$ cat config.mk
export PLATFORM = sky130hd
export DESIGN_NAME = ipv6_udp_redirect_classifier
export DESIGN_NICKNAME = d
export VERILOG_FILES = /design/src/rtl/core/ipv6urc_pkg.sv /design/src/rtl/core/ipv6_udp_redirect_classifier.sv /design/src/rtl/core/ipv6urc_front.sv /design/src/rtl/core/ipv6urc_fifo.sv /design/src/rtl/core/ipv6urc_back.sv
export VERILOG_INCLUDE_DIRS = /design/src /design/src/rtl/core
export SDC_FILE = /design/constraint.sdc
export NUM_CORES = 2
export LEC_CHECK = 0
export BUFFER_PORTS_ARGS = -buffer_cell sky130_fd_sc_hd__buf_2
export CORE_UTILIZATION = 40
export DETAILED_ROUTE_END_ITERATION = 16
export GPL_TIMING_DRIVEN = 0
export HOLD_SLACK_MARGIN = 0.08
export PLACE_DENSITY = 0.56
export REMOVE_ABC_BUFFERS = 1
export SLEW_MARGIN = 30
export SYNTH_ARGS = -nofsm -noshare
export SYNTH_HDL_FRONTEND = slang
export SYNTH_SLANG_ARGS = --single-unit
export TNS_END_PERCENT = 20
$ cat constraint.sdc
create_clock -name clk_i -period 18.55 [get_ports clk_i]
set_clock_uncertainty 0.2 [all_clocks]
set_input_delay 0.9275 -clock clk_i [delete_from_list [all_inputs] [get_ports clk_i]]
set_output_delay 0.9275 -clock clk_i [all_outputs]
set_load 0.02 [all_outputs]
$ cat src/rtl/core/ipv6_udp_redirect_classifier_macros.svh
// Assertion macros shared by the classifier RTL.
`ifndef IPV6_UDP_REDIRECT_CLASSIFIER_MACROS_SVH
`define IPV6_UDP_REDIRECT_CLASSIFIER_MACROS_SVH

// Same-cycle implication, sampled on clk_i, off while rst_ni is low.
`define IURC_ASSERT_IMP(lbl, ante, cons) \
  lbl: assert property (@(posedge clk_i) disable iff (!rst_ni) (ante) |-> (cons)) \
    else $error("ipv6_udp_redirect_classifier: check failed");

// Next-cycle implication, sampled on clk_i, off while rst_ni is low.
`define IURC_ASSERT_NXT(lbl, ante, cons) \
  lbl: assert property (@(posedge clk_i) disable iff (!rst_ni) (ante) |=> (cons)) \
    else $error("ipv6_udp_redirect_classifier: check failed");

`endif

$ cat src/rtl/core/ipv6urc_pkg.sv
// Types and constants of the IPv6/UDP redirect classifier.
package ipv6urc_pkg;

  // frame layout (byte offsets in wire order)
  localparam int unsigned MIN_FRAME_LEN  = 62;
  localparam int unsigned ETYPE_OFS      = 12;
  localparam int unsigned NEXT_HDR_OFS   = 20;
  localparam int unsigned IP6_HDR_OFS    = 14;
  localparam int unsigned IP6_DST_IN_HDR = 24;
  localparam int unsigned DST_ADDR_OFS   = IP6_HDR_OFS + IP6_DST_IN_HDR;
  localparam int unsigned ADDR_BYTES     = 16;
  localparam int unsigned DST_PORT_OFS   = 56;

  localparam logic [7:0] ETYPE_HI  = 8'h86;
  localparam logic [7:0] ETYPE_LO  = 8'hDD;
  localparam logic [7:0] UDP_PROTO = 8'd17;

  localparam int unsigned QMASK_W = 16;

  // register decode: paddr[2] selects the register
  localparam logic REG_QMASK = 1'b0;

  // front-to-back token queue
  localparam int unsigned MID_DEPTH = 2;
  localparam int unsigned MID_PTR_W = (MID_DEPTH > 1) ? $clog2(MID_DEPTH) : 1;
  localparam int unsigned MID_CNT_W = $clog2(MID_DEPTH + 1);

  typedef enum logic [1:0] {
    MODE_BYTE = 2'd0,
    MODE_ADDR = 2'd1,
    MODE_PORT = 2'd2
  } mode_e;

  typedef enum logic [1:0] {
    VERDICT_PASS     = 2'd0,
    VERDICT_REDIRECT = 2'd1,
    VERDICT_DROP     = 2'd2
  } verdict_e;

  // what the front knows about a finished frame
  typedef struct packed {
    logic       cand;      // long enough, IPv6, UDP, address hit
    logic       port_hit;  // destination port in the port table
    logic [3:0] rx_queue;
  } token_t;

endpackage

$ cat src/rtl/core/ipv6_udp_redirect_classifier.sv
// Top level of the IPv6/UDP redirect classifier.
//
// Input channel (queue style): push/full. Each item is a frame byte
// (mode 0), an address-table write (mode 1) or a port-table write (mode 2).
// Frame bytes come in wire order; the byte with end_of_packet set closes
// the frame and yields exactly one verdict item. Table writes and other
// bytes yield nothing.
// Result channel: empty/pop. verdict_o/target_queue_o show the oldest
// verdict while empty is low.
// Throughput: one item per cycle while full is low. A verdict's token is
// written into the token queue at the edge that takes its final byte and
// is loaded into the back output register once that register is free;
// the verdict is on the result ports from then on.
// Stall: a two-entry token queue sits between the front parser and the
// back verdict stage. When pop is held low the queue fills and full
// rises; every item kind waits, not only final bytes. Input resumes at
// the edge after the one that takes a result.
// Reset: rst_ni clears the parse state, all table valid bits and the
// queue-ready mask; table contents stay undefined until written.
// Config: APB register 0 (byte address 0) is queue_ready_mask; write it
// only while no frame is in flight.
`include "ipv6_udp_redirect_classifier_macros.svh"
module ipv6_udp_redirect_classifier import ipv6urc_pkg::*; #(
  parameter int unsigned ADDRESS_ENTRIES = 16,
  parameter int unsigned PORT_ENTRIES    = 16,
  parameter int unsigned QUEUE_COUNT     = 16
) (
  input  logic        clk_i,
  input  logic        rst_ni,
  // input queue
  input  logic        push,
  output logic        full,
  input  logic [1:0]  mode_i,
  input  logic [7:0]  pkt_byte_i,
  input  logic        end_of_packet_i,
  input  logic [3:0]  rx_queue_i,
  input  logic [3:0]  slot_i,
  input  logic [63:0] key_high_i,
  input  logic [63:0] key_low_i,
  input  logic [15:0] port_key_i,
  input  logic        entry_valid_i,
  // result queue
  output logic        empty,
  input  logic        pop,
  output logic [1:0]  verdict_o,
  output logic [3:0]  target_queue_o,
  // configuration
  input  logic        psel,
  input  logic        penable,
  input  logic        pwrite,
  input  logic [2:0]  paddr,
  input  logic [31:0] pwdata,
  output logic [31:0] prdata,
  output logic        pready
);

  logic               accept;
  logic               tok_push, tok_pop;
  logic               fifo_full, fifo_empty;
  token_t             tok_in, tok_out;
  logic [QMASK_W-1:0] qmask_q;

  assign accept = push && !full;
  assign full   = fifo_full;

  // APB register: always ready, paddr[2] picks the register
  assign pready = 1'b1;
  assign prdata = (paddr[2] == REG_QMASK) ? {16'd0, qmask_q} : '0;

  always_ff @(posedge clk_i or negedge rst_ni) begin
    if (!rst_ni) begin
      qmask_q <= '0;
    end else if (psel && penable && pwrite && pready && (paddr[2] == REG_QMASK)) begin
      qmask_q <= pwdata[QMASK_W-1:0];
    end
  end

  ipv6urc_front #(
    .ADDRESS_ENTRIES (ADDRESS_ENTRIES),
    .PORT_ENTRIES    (PORT_ENTRIES)
  ) u_front (
    .clk_i           (clk_i),
    .rst_ni          (rst_ni),
    .accept_i        (accept),
    .mode_i          (mode_i),
    .pkt_byte_i      (pkt_byte_i),
    .end_of_packet_i (end_of_packet_i),
    .rx_queue_i      (rx_queue_i),
    .slot_i          (slot_i),
    .key_high_i      (key_high_i),
    .key_low_i       (key_low_i),
    .port_key_i      (port_key_i),
    .entry_valid_i   (entry_valid_i),
    .tok_push_o      (tok_push),
    .tok_o           (tok_in)
  );

  ipv6urc_fifo u_fifo (
    .clk_i   (clk_i),
    .rst_ni  (rst_ni),
    .push_i  (tok_push),
    .data_i  (tok_in),
    .full_o  (fifo_full),
    .pop_i   (tok_pop),
    .data_o  (tok_out),
    .empty_o (fifo_empty)
  );

  ipv6urc_back #(
    .QUEUE_COUNT (QUEUE_COUNT)
  ) u_back (
    .clk_i              (clk_i),
    .rst_ni             (rst_ni),
    .tok_i              (tok_out),
    .tok_valid_i        (!fifo_empty),
    .tok_pop_o          (tok_pop),
    .queue_ready_mask_i (qmask_q),
    .pop_i              (pop),
    .empty_o            (empty),
    .verdict_o          (verdict_o),
    .target_queue_o     (target_queue_o)
  );

  // a token is never offered to a full queue
  `IURC_ASSERT_IMP(a_no_push_when_full, tok_push, !fifo_full)
  // a nonzero target only comes with a redirect
  `IURC_ASSERT_IMP(a_target_only_redirect, !empty && (target_queue_o != 4'd0),
                   verdict_o == VERDICT_REDIRECT)
  // a token moved into the back stage shows up as a result next cycle
  `IURC_ASSERT_NXT(a_token_lands, tok_pop, !empty)

endmodule

$ cat src/rtl/core/ipv6urc_front.sv
// Front part: frame byte parser, address/port tables, per-frame token.
module ipv6urc_front import ipv6urc_pkg::*; #(
  parameter int unsigned ADDRESS_ENTRIES = 16,
  parameter int unsigned PORT_ENTRIES    = 16
) (
  input  logic         clk_i,
  input  logic         rst_ni,
  input  logic         accept_i,
  input  logic [1:0]   mode_i,
  input  logic [7:0]   pkt_byte_i,
  input  logic         end_of_packet_i,
  input  logic [3:0]   rx_queue_i,
  input  logic [3:0]   slot_i,
  input  logic [63:0]  key_high_i,
  input  logic [63:0]  key_low_i,
  input  logic [15:0]  port_key_i,
  input  logic         entry_valid_i,
  output logic         tok_push_o,
  output token_t       tok_o
);

  logic [5:0]                 pos_q, pos_d;
  logic                       eth_q, eth_d;
  logic                       udp_q, udp_d;
  logic [ADDRESS_ENTRIES-1:0] amatch_q, amatch_d;
  logic [7:0]                 phi_q, phi_d;
  logic [15:0]                pcap_q, pcap_d;

  logic [127:0]               akey_q [ADDRESS_ENTRIES];
  logic [ADDRESS_ENTRIES-1:0] aval_q;
  logic [15:0]                pkey_q [PORT_ENTRIES];
  logic [PORT_ENTRIES-1:0]    pval_q;
  logic [PORT_ENTRIES-1:0]    phit;

  logic       byte_acc, eop_acc, addr_wr, port_wr, in_addr;
  logic [3:0] abyte_idx;

  assign byte_acc  = accept_i && (mode_i == MODE_BYTE);
  assign eop_acc   = byte_acc && end_of_packet_i;
  assign addr_wr   = accept_i && (mode_i == MODE_ADDR);
  assign port_wr   = accept_i && (mode_i == MODE_PORT);
  assign in_addr   = (pos_q >= 6'(DST_ADDR_OFS)) && (pos_q < 6'(DST_ADDR_OFS + ADDR_BYTES));
  assign abyte_idx = 4'(pos_q - 6'(DST_ADDR_OFS));

  // per-frame parse state
  always_comb begin
    pos_d    = pos_q;
    eth_d    = eth_q;
    udp_d    = udp_q;
    amatch_d = amatch_q;
    phi_d    = phi_q;
    pcap_d   = pcap_q;
    if (eop_acc) begin
      pos_d    = '0;
      eth_d    = 1'b0;
      udp_d    = 1'b0;
      amatch_d = '1;
      phi_d    = '0;
      pcap_d   = '0;
    end else if (byte_acc) begin
      if (pos_q == 6'(ETYPE_OFS)) begin
        eth_d = (pkt_byte_i == ETYPE_HI);
      end else if (pos_q == 6'(ETYPE_OFS + 1)) begin
        eth_d = eth_q && (pkt_byte_i == ETYPE_LO);
      end else if (pos_q == 6'(NEXT_HDR_OFS)) begin
        udp_d = (pkt_byte_i == UDP_PROTO);
      end else if (in_addr) begin
        // byte k of an entry sits at bits 127-8k down; 15-k is ~k
        for (int i = 0; i < int'(ADDRESS_ENTRIES); i++) begin
          amatch_d[i] = amatch_q[i] && (akey_q[i][{~abyte_idx, 3'b000} +: 8] == pkt_byte_i);
        end
      end else if (pos_q == 6'(DST_PORT_OFS)) begin
        phi_d = pkt_byte_i;
      end else if (pos_q == 6'(DST_PORT_OFS + 1)) begin
        pcap_d = {phi_q, pkt_byte_i};
      end
      if (pos_q < 6'(MIN_FRAME_LEN)) begin
        pos_d = pos_q + 6'd1;
      end
    end
  end

  always_ff @(posedge clk_i or negedge rst_ni) begin
    if (!rst_ni) begin
      pos_q    <= '0;
      eth_q    <= 1'b0;
      udp_q    <= 1'b0;
      amatch_q <= '1;
      phi_q    <= '0;
      pcap_q   <= '0;
    end else begin
      pos_q    <= pos_d;
      eth_q    <= eth_d;
      udp_q    <= udp_d;
      amatch_q <= amatch_d;
      phi_q    <= phi_d;
      pcap_q   <= pcap_d;
    end
  end

  // address table: one row per entry, contents unreset
  for (genvar gi = 0; gi < int'(ADDRESS_ENTRIES); gi++) begin : g_addr
    always_ff @(posedge clk_i) begin
      if (addr_wr && (32'(slot_i) == gi)) begin
        akey_q[gi] <= {key_high_i, key_low_i};
      end
    end
    always_ff @(posedge clk_i or negedge rst_ni) begin
      if (!rst_ni) begin
        aval_q[gi] <= 1'b0;
      end else if (addr_wr && (32'(slot_i) == gi)) begin
        aval_q[gi] <= entry_valid_i;
      end
    end
  end

  // port table
  for (genvar gj = 0; gj < int'(PORT_ENTRIES); gj++) begin : g_port
    always_ff @(posedge clk_i) begin
      if (port_wr && (32'(slot_i) == gj)) begin
        pkey_q[gj] <= port_key_i;
      end
    end
    always_ff @(posedge clk_i or negedge rst_ni) begin
      if (!rst_ni) begin
        pval_q[gj] <= 1'b0;
      end else if (port_wr && (32'(slot_i) == gj)) begin
        pval_q[gj] <= entry_valid_i;
      end
    end
    assign phit[gj] = pval_q[gj] && (pkey_q[gj] == pcap_q);
  end

  // on the final byte every field that matters is already registered
  // (a frame that ends before byte 61 fails the length test anyway)
  assign tok_push_o     = eop_acc;
  assign tok_o.cand     = (pos_q >= 6'(MIN_FRAME_LEN - 1)) && eth_q && udp_q &&
                          (|(aval_q & amatch_q));
  assign tok_o.port_hit = |phit;
  assign tok_o.rx_queue = rx_queue_i;

endmodule

$ cat src/rtl/core/ipv6urc_fifo.sv
// Short token queue between front and back.
module ipv6urc_fifo import ipv6urc_pkg::*; (
  input  logic   clk_i,
  input  logic   rst_ni,
  input  logic   push_i,
  input  token_t data_i,
  output logic   full_o,
  input  logic   pop_i,
  output token_t data_o,
  output logic   empty_o
);

  token_t                 mem_q [MID_DEPTH];
  logic [MID_PTR_W-1:0]   wr_q, rd_q;
  logic [MID_CNT_W-1:0]   cnt_q;
  logic                   do_push, do_pop;

  assign full_o  = (cnt_q == MID_CNT_W'(MID_DEPTH));
  assign empty_o = (cnt_q == '0);
  assign do_push = push_i && !full_o;
  assign do_pop  = pop_i && !empty_o;
  assign data_o  = mem_q[rd_q];

  always_ff @(posedge clk_i) begin
    if (do_push) begin
      mem_q[wr_q] <= data_i;
    end
  end

  always_ff @(posedge clk_i or negedge rst_ni) begin
    if (!rst_ni) begin
      wr_q  <= '0;
      rd_q  <= '0;
      cnt_q <= '0;
    end else begin
      if (do_push) begin
        wr_q <= (wr_q == MID_PTR_W'(MID_DEPTH - 1)) ? '0 : wr_q + 1'b1;
      end
      if (do_pop) begin
        rd_q <= (rd_q == MID_PTR_W'(MID_DEPTH - 1)) ? '0 : rd_q + 1'b1;
      end
      if (do_push && !do_pop) begin
        cnt_q <= cnt_q + 1'b1;
      end else if (do_pop && !do_push) begin
        cnt_q <= cnt_q - 1'b1;
      end
    end
  end

endmodule

$ cat src/rtl/core/ipv6urc_back.sv
// Back part: resolves the verdict and holds the result for the receiver.
module ipv6urc_back import ipv6urc_pkg::*; #(
  parameter int unsigned QUEUE_COUNT = 16
) (
  input  logic               clk_i,
  input  logic               rst_ni,
  input  token_t             tok_i,
  input  logic               tok_valid_i,
  output logic               tok_pop_o,
  input  logic [QMASK_W-1:0] queue_ready_mask_i,
  input  logic               pop_i,
  output logic               empty_o,
  output logic [1:0]         verdict_o,
  output logic [3:0]         target_queue_o
);

  logic       out_valid_q;
  verdict_e   verdict_q, verdict_d;
  logic [3:0] target_q, target_d;
  logic       q_ready;

  // load when the output slot is free or being drained this cycle
  assign tok_pop_o = tok_valid_i && (!out_valid_q || pop_i);
  assign q_ready   = (32'(tok_i.rx_queue) < QUEUE_COUNT) && queue_ready_mask_i[tok_i.rx_queue];

  always_comb begin
    verdict_d = VERDICT_PASS;
    target_d  = '0;
    if (tok_i.cand && tok_i.port_hit) begin
      if (q_ready) begin
        verdict_d = VERDICT_REDIRECT;
        target_d  = tok_i.rx_queue;
      end else begin
        verdict_d = VERDICT_DROP;
      end
    end
  end

  always_ff @(posedge clk_i or negedge rst_ni) begin
    if (!rst_ni) begin
      out_valid_q <= 1'b0;
    end else if (tok_pop_o) begin
      out_valid_q <= 1'b1;
    end else if (pop_i) begin
      out_valid_q <= 1'b0;
    end
  end

  always_ff @(posedge clk_i) begin
    if (tok_pop_o) begin
      verdict_q <= verdict_d;
      target_q  <= target_d;
    end
  end

  assign empty_o        = !out_valid_q;
  assign verdict_o      = verdict_q;
  assign target_queue_o = target_q;

endmodule

==> flow_metrics.py <==
metrics = {
    "sta": {
        "holdWs_ns": 0.220,
        "slew_headroom": 0.282,
        "fin_crit_sh": 0.299,
        "grt_setup_unrepaired": "false",
        "tightestPinTransition_ns": 1.07,
        "fin_crit_ns": 5.54,
        "slew_viol_final": 0,
        "fmax_mhz": 180,
        "setup_viol": 0,
        "setup_tns_ns": 0,
        "hold_viol": 0,
    },
    "worst_hold_path": {
        "hold-path-endpoint": "u_front.akey_q[3][168]$_DFFE_PP_",
        "holdCritStartpoint": "key_low_i[40]",
        "whs_path_depth": 1,
        "hp-class": "in -> reg",
    },
    "yosys": {
        "yosys.area_share.simple": 0.0238,
        "syn_inst": 4508,
        "synth_warnings": 0,
        "synth_ff_type": "edfxtp_1",
        "avgSynthCellArea_um2": 21.1,
        "synth_edf_count": 2322,
        "synth_top_family_by_area": "multiplexers",
        "synth-xor-area-share": 0.0388,
        "yosys-mux-area-fraction": 0.149,
        "yosysSeqAreaShare": 0.758,
        "async_flop_share": 0.0417,
        "ys_top_cells_by_area": "edfxtp_1 (73%), mux4_2 (13%), xnor2_1 (3.0%), dfrtp_1 (2.2%), mux2i_1 (1.4%)",
        "yosys.cell_types.count": 60,
        "synth_top_area_frac": 0.731,
        "synth_fa_ha_area_frac": 0.000787,
        "synth-compound-area-share": 0.0140,
        "ys_ff_latch": 2423,
        "yosysTopAreaCell": "edfxtp_1",
        "syn_area_um2": 95300,
    },
    "cts": {
        "path_clk_slew_ns": 0.06,
        "cts.sinks": 2423,
        "clock_path_buffers": 4,
        "htreeDepth": 5,
        "cts_tree": "done",
        "post_cts_resized": 0,
        "root_buffer": "clkbuf_16",
        "cts_made_buffers": 276,
        "insertion_delay_ns": 0.93,
    },
    "place": {
        "dp.cells": 7854,
        "globalplace.congestion": 0.786,
        "io_buffer_count": 211,
        "dp_hpwl_um": 153000,
    },
    "critical_path": {
        "path_cells": "buf_12 -> ha_4 -> buf_16 -> buf_16 -> clkinv_4 -> buf_16 -> buf_16 -> nor2_2 -> a22oi_1 -> and3_1 -> nor4_2 -> nand3_1 -> a21oi_1",
        "cp_top_family": "buffers and inverters",
        "max_stage_delay_ns": 0.69,
        "cpMostUsedCell": "buf_16",
        "rr_worst_depth": 13,
        "crit_path_top_delay_cell": "dfrtp_4",
        "cp_data_arrival_time_ns": 6.20,
        "required_ns": 19.21,
        "r2r-start": "u_front.pos_q[1]$_DFFE_PN0P_",
        "worstSetupPathType": "reg -> reg",
        "cp-start-kind": "register",
        "reg2reg_to": "u_front.amatch_q[2]$_DFFE_PN1P_",
        "worst-path-buf-inv": 6,
        "cp_max_fo": 44,
        "cp-end-kind": "register",
        "rrSetupSlack_ns": 13.01,
    },
    "detailed_routing": {
        "dr_total_vias": 46300,
        "drt-initial-drc-count": 4271,
        "ant_nets": 0,
        "post_drt_wl_per_cell_um": 29.4,
        "via_per_inst": 5.55,
        "drc": 0,
        "finalWirelength_um": 245000,
        "first_pass_iters": 5,
    },
    "floorplan": {
        "coreArea_um2": 236000,
        "die_y_um": 490,
        "start_util": 0.404,
        "io_pins": 247,
        "die_w_um": 490,
        "num_rows": 178,
        "dieArea_um2": 240000,
    },
    "pwr": {
        "peakVddDrop_mv": 0.108,
        "power.density_nw_per_um2": 139,
        "power_w": 0.0156,
        "p_leak_nw": 35.7,
    },
    "finish": {
        "synthToLayoutAreaGrowth_pct": 17.6,
        "drive_gt1_frac": 0.283,
        "final_common_cell": "edfxtp_1",
        "nNetsFinal": 5216,
        "layout_common_cells": "edfxtp_1 (2322), mux4_2 (543), xnor2_1 (317), clkbuf_16 (284), buf_2 (204)",
        "stdcell_count": 8345,
    },
    "global_routing": {
        "grt.total_usage": 0.203,
        "first_global_vias": 47000,
        "antenna_found_initial": 21,
        "grt_overflow": 0,
        "grt_pass1_wl_um": 350000,
        "grt_max_degree": 72,
    },
    "job": {
        "cap_violations": 0,
    },
    "run_status": {
        "status": "finished, final reports clean",
    },
}
[state kept, by name, summed over array words and instances, names as in the netlist]
signal and flops:
u_front.eth_q 1, u_front.aval_q 16, u_fifo.cnt_q 2, u_fifo.wr_q 1
u_back.target_queue_o 4, u_front.pos_q 6, qmask_q 16, u_fifo.mem_q 12
u_fifo.rd_q 1, u_front.pcap_q 16, u_back.verdict_o 2, u_back.out_valid_q 1
u_front.amatch_q 16, u_front.akey_q 2048, u_front.pkey_q 256, u_front.udp_q 1
u_front.pval_q 16, u_front.phi_q 8
[per-layer routing]
layer,track usage,part of all wire,vias to the layer above
met5,0,0.000045,-
met4,0.0610,0.030,2
met3,0.0328,0.055,395
met2,0.331,0.49,1476
met1,0.280,0.43,25000
li1,-,-,19400
[final cells by class]
cell class | count | area (um2)
Fill cell | 19400 | 124000
Sequential cell | 2423 | 72300
Multi-Input combinational cell | 1830 | 21900
Clock buffer | 354 | 7400
Timing Repair Buffer | 462 | 5680
Tap cell | 3150 | 3940
Clock inverter | 109 | 788
Inverter | 11 | 51.3
Antenna cell | 6 | 15.0
[synth_stat cells, types with 40 or more instances]
| cell type | instances |
|---|---|
| buf_4 | 52 |
| xnor2_1 | 324 |
| nand3_1 | 42 |
| mux2i_1 | 136 |
| xor2_1 | 97 |
| edfxtp_1 | 2322 |
| clkbuf_1 | 98 |
| buf_2 | 51 |
| dfrtp_1 | 85 |
| nand4_1 | 73 |
| nor2_1 | 83 |
| nand2_1 | 117 |
| mux2_2 | 55 |
| a21oi_1 | 40 |
| mux4_2 | 543 |
[worst max-delay path by stage]
stage / start / endpoint / slack (ns) / depth (start not counted)
CTS: u_front.pos_q[1]$_DFFE_PN0P_ / u_front.amatch_q[13]$_DFFE_PN1P_ / 12.95 / 13
global placement: u_front.pos_q[0]$_DFFE_PN0P_ / u_front.amatch_q[2]$_DFFE_PN1P_ / -28.19 / 6
finish: u_front.pos_q[1]$_DFFE_PN0P_ / u_front.amatch_q[2]$_DFFE_PN1P_ / 13.01 / 13
global route: u_front.pos_q[1]$_DFFE_PN0P_ / u_front.amatch_q[2]$_DFFE_PN1P_ / 12.88 / 13
detailed placement: u_front.pos_q[1]$_DFFE_PN0P_ / u_front.amatch_q[13]$_DFFE_PN1P_ / 12.90 / 13
floorplan: u_front.pos_q[0]$_DFFE_PN0P_ / u_front.pcap_q[0]$_DFFE_PN0P_ / -8.06 / 5
[power by group]
group          internal, W  leakage, nW  switching, W
clock network      0.00295         4.00       0.00209
logic              0.00187         9.57       0.00253
registers          0.00609         22.1     0.0000633
total               0.0109         35.7       0.00469
[stage by stage]
step                setup slack, ns   util  cell area, um2
CTS                           12.95  0.475          112000
finish                        13.01  0.475          112000
global route                  12.88  0.475          112000
detailed placement            12.90  0.439          104000
global placement             -28.19  0.419           99000
floorplan                     -8.06      -           94000
[cell families after synthesis]
family                     count (synthesis)
buffers and inverters                    270
muxes                                    734
xor gates and xnor gates                 422
adders and majority gates                  6
AOI/OAI and AO/OA                        199
and+or+nand+nor                          452
DFF                                     2423
other                                      2
[repair_timing]
item / in CTS / in global routing
setup endpoints to repair: 0 / 0
setup buffers: 0 / 0
endpoints found under the hold margin: 73 / 0
hold buffers: 22 / 0
Note: power is estimated with default switching activity, not from simulation.
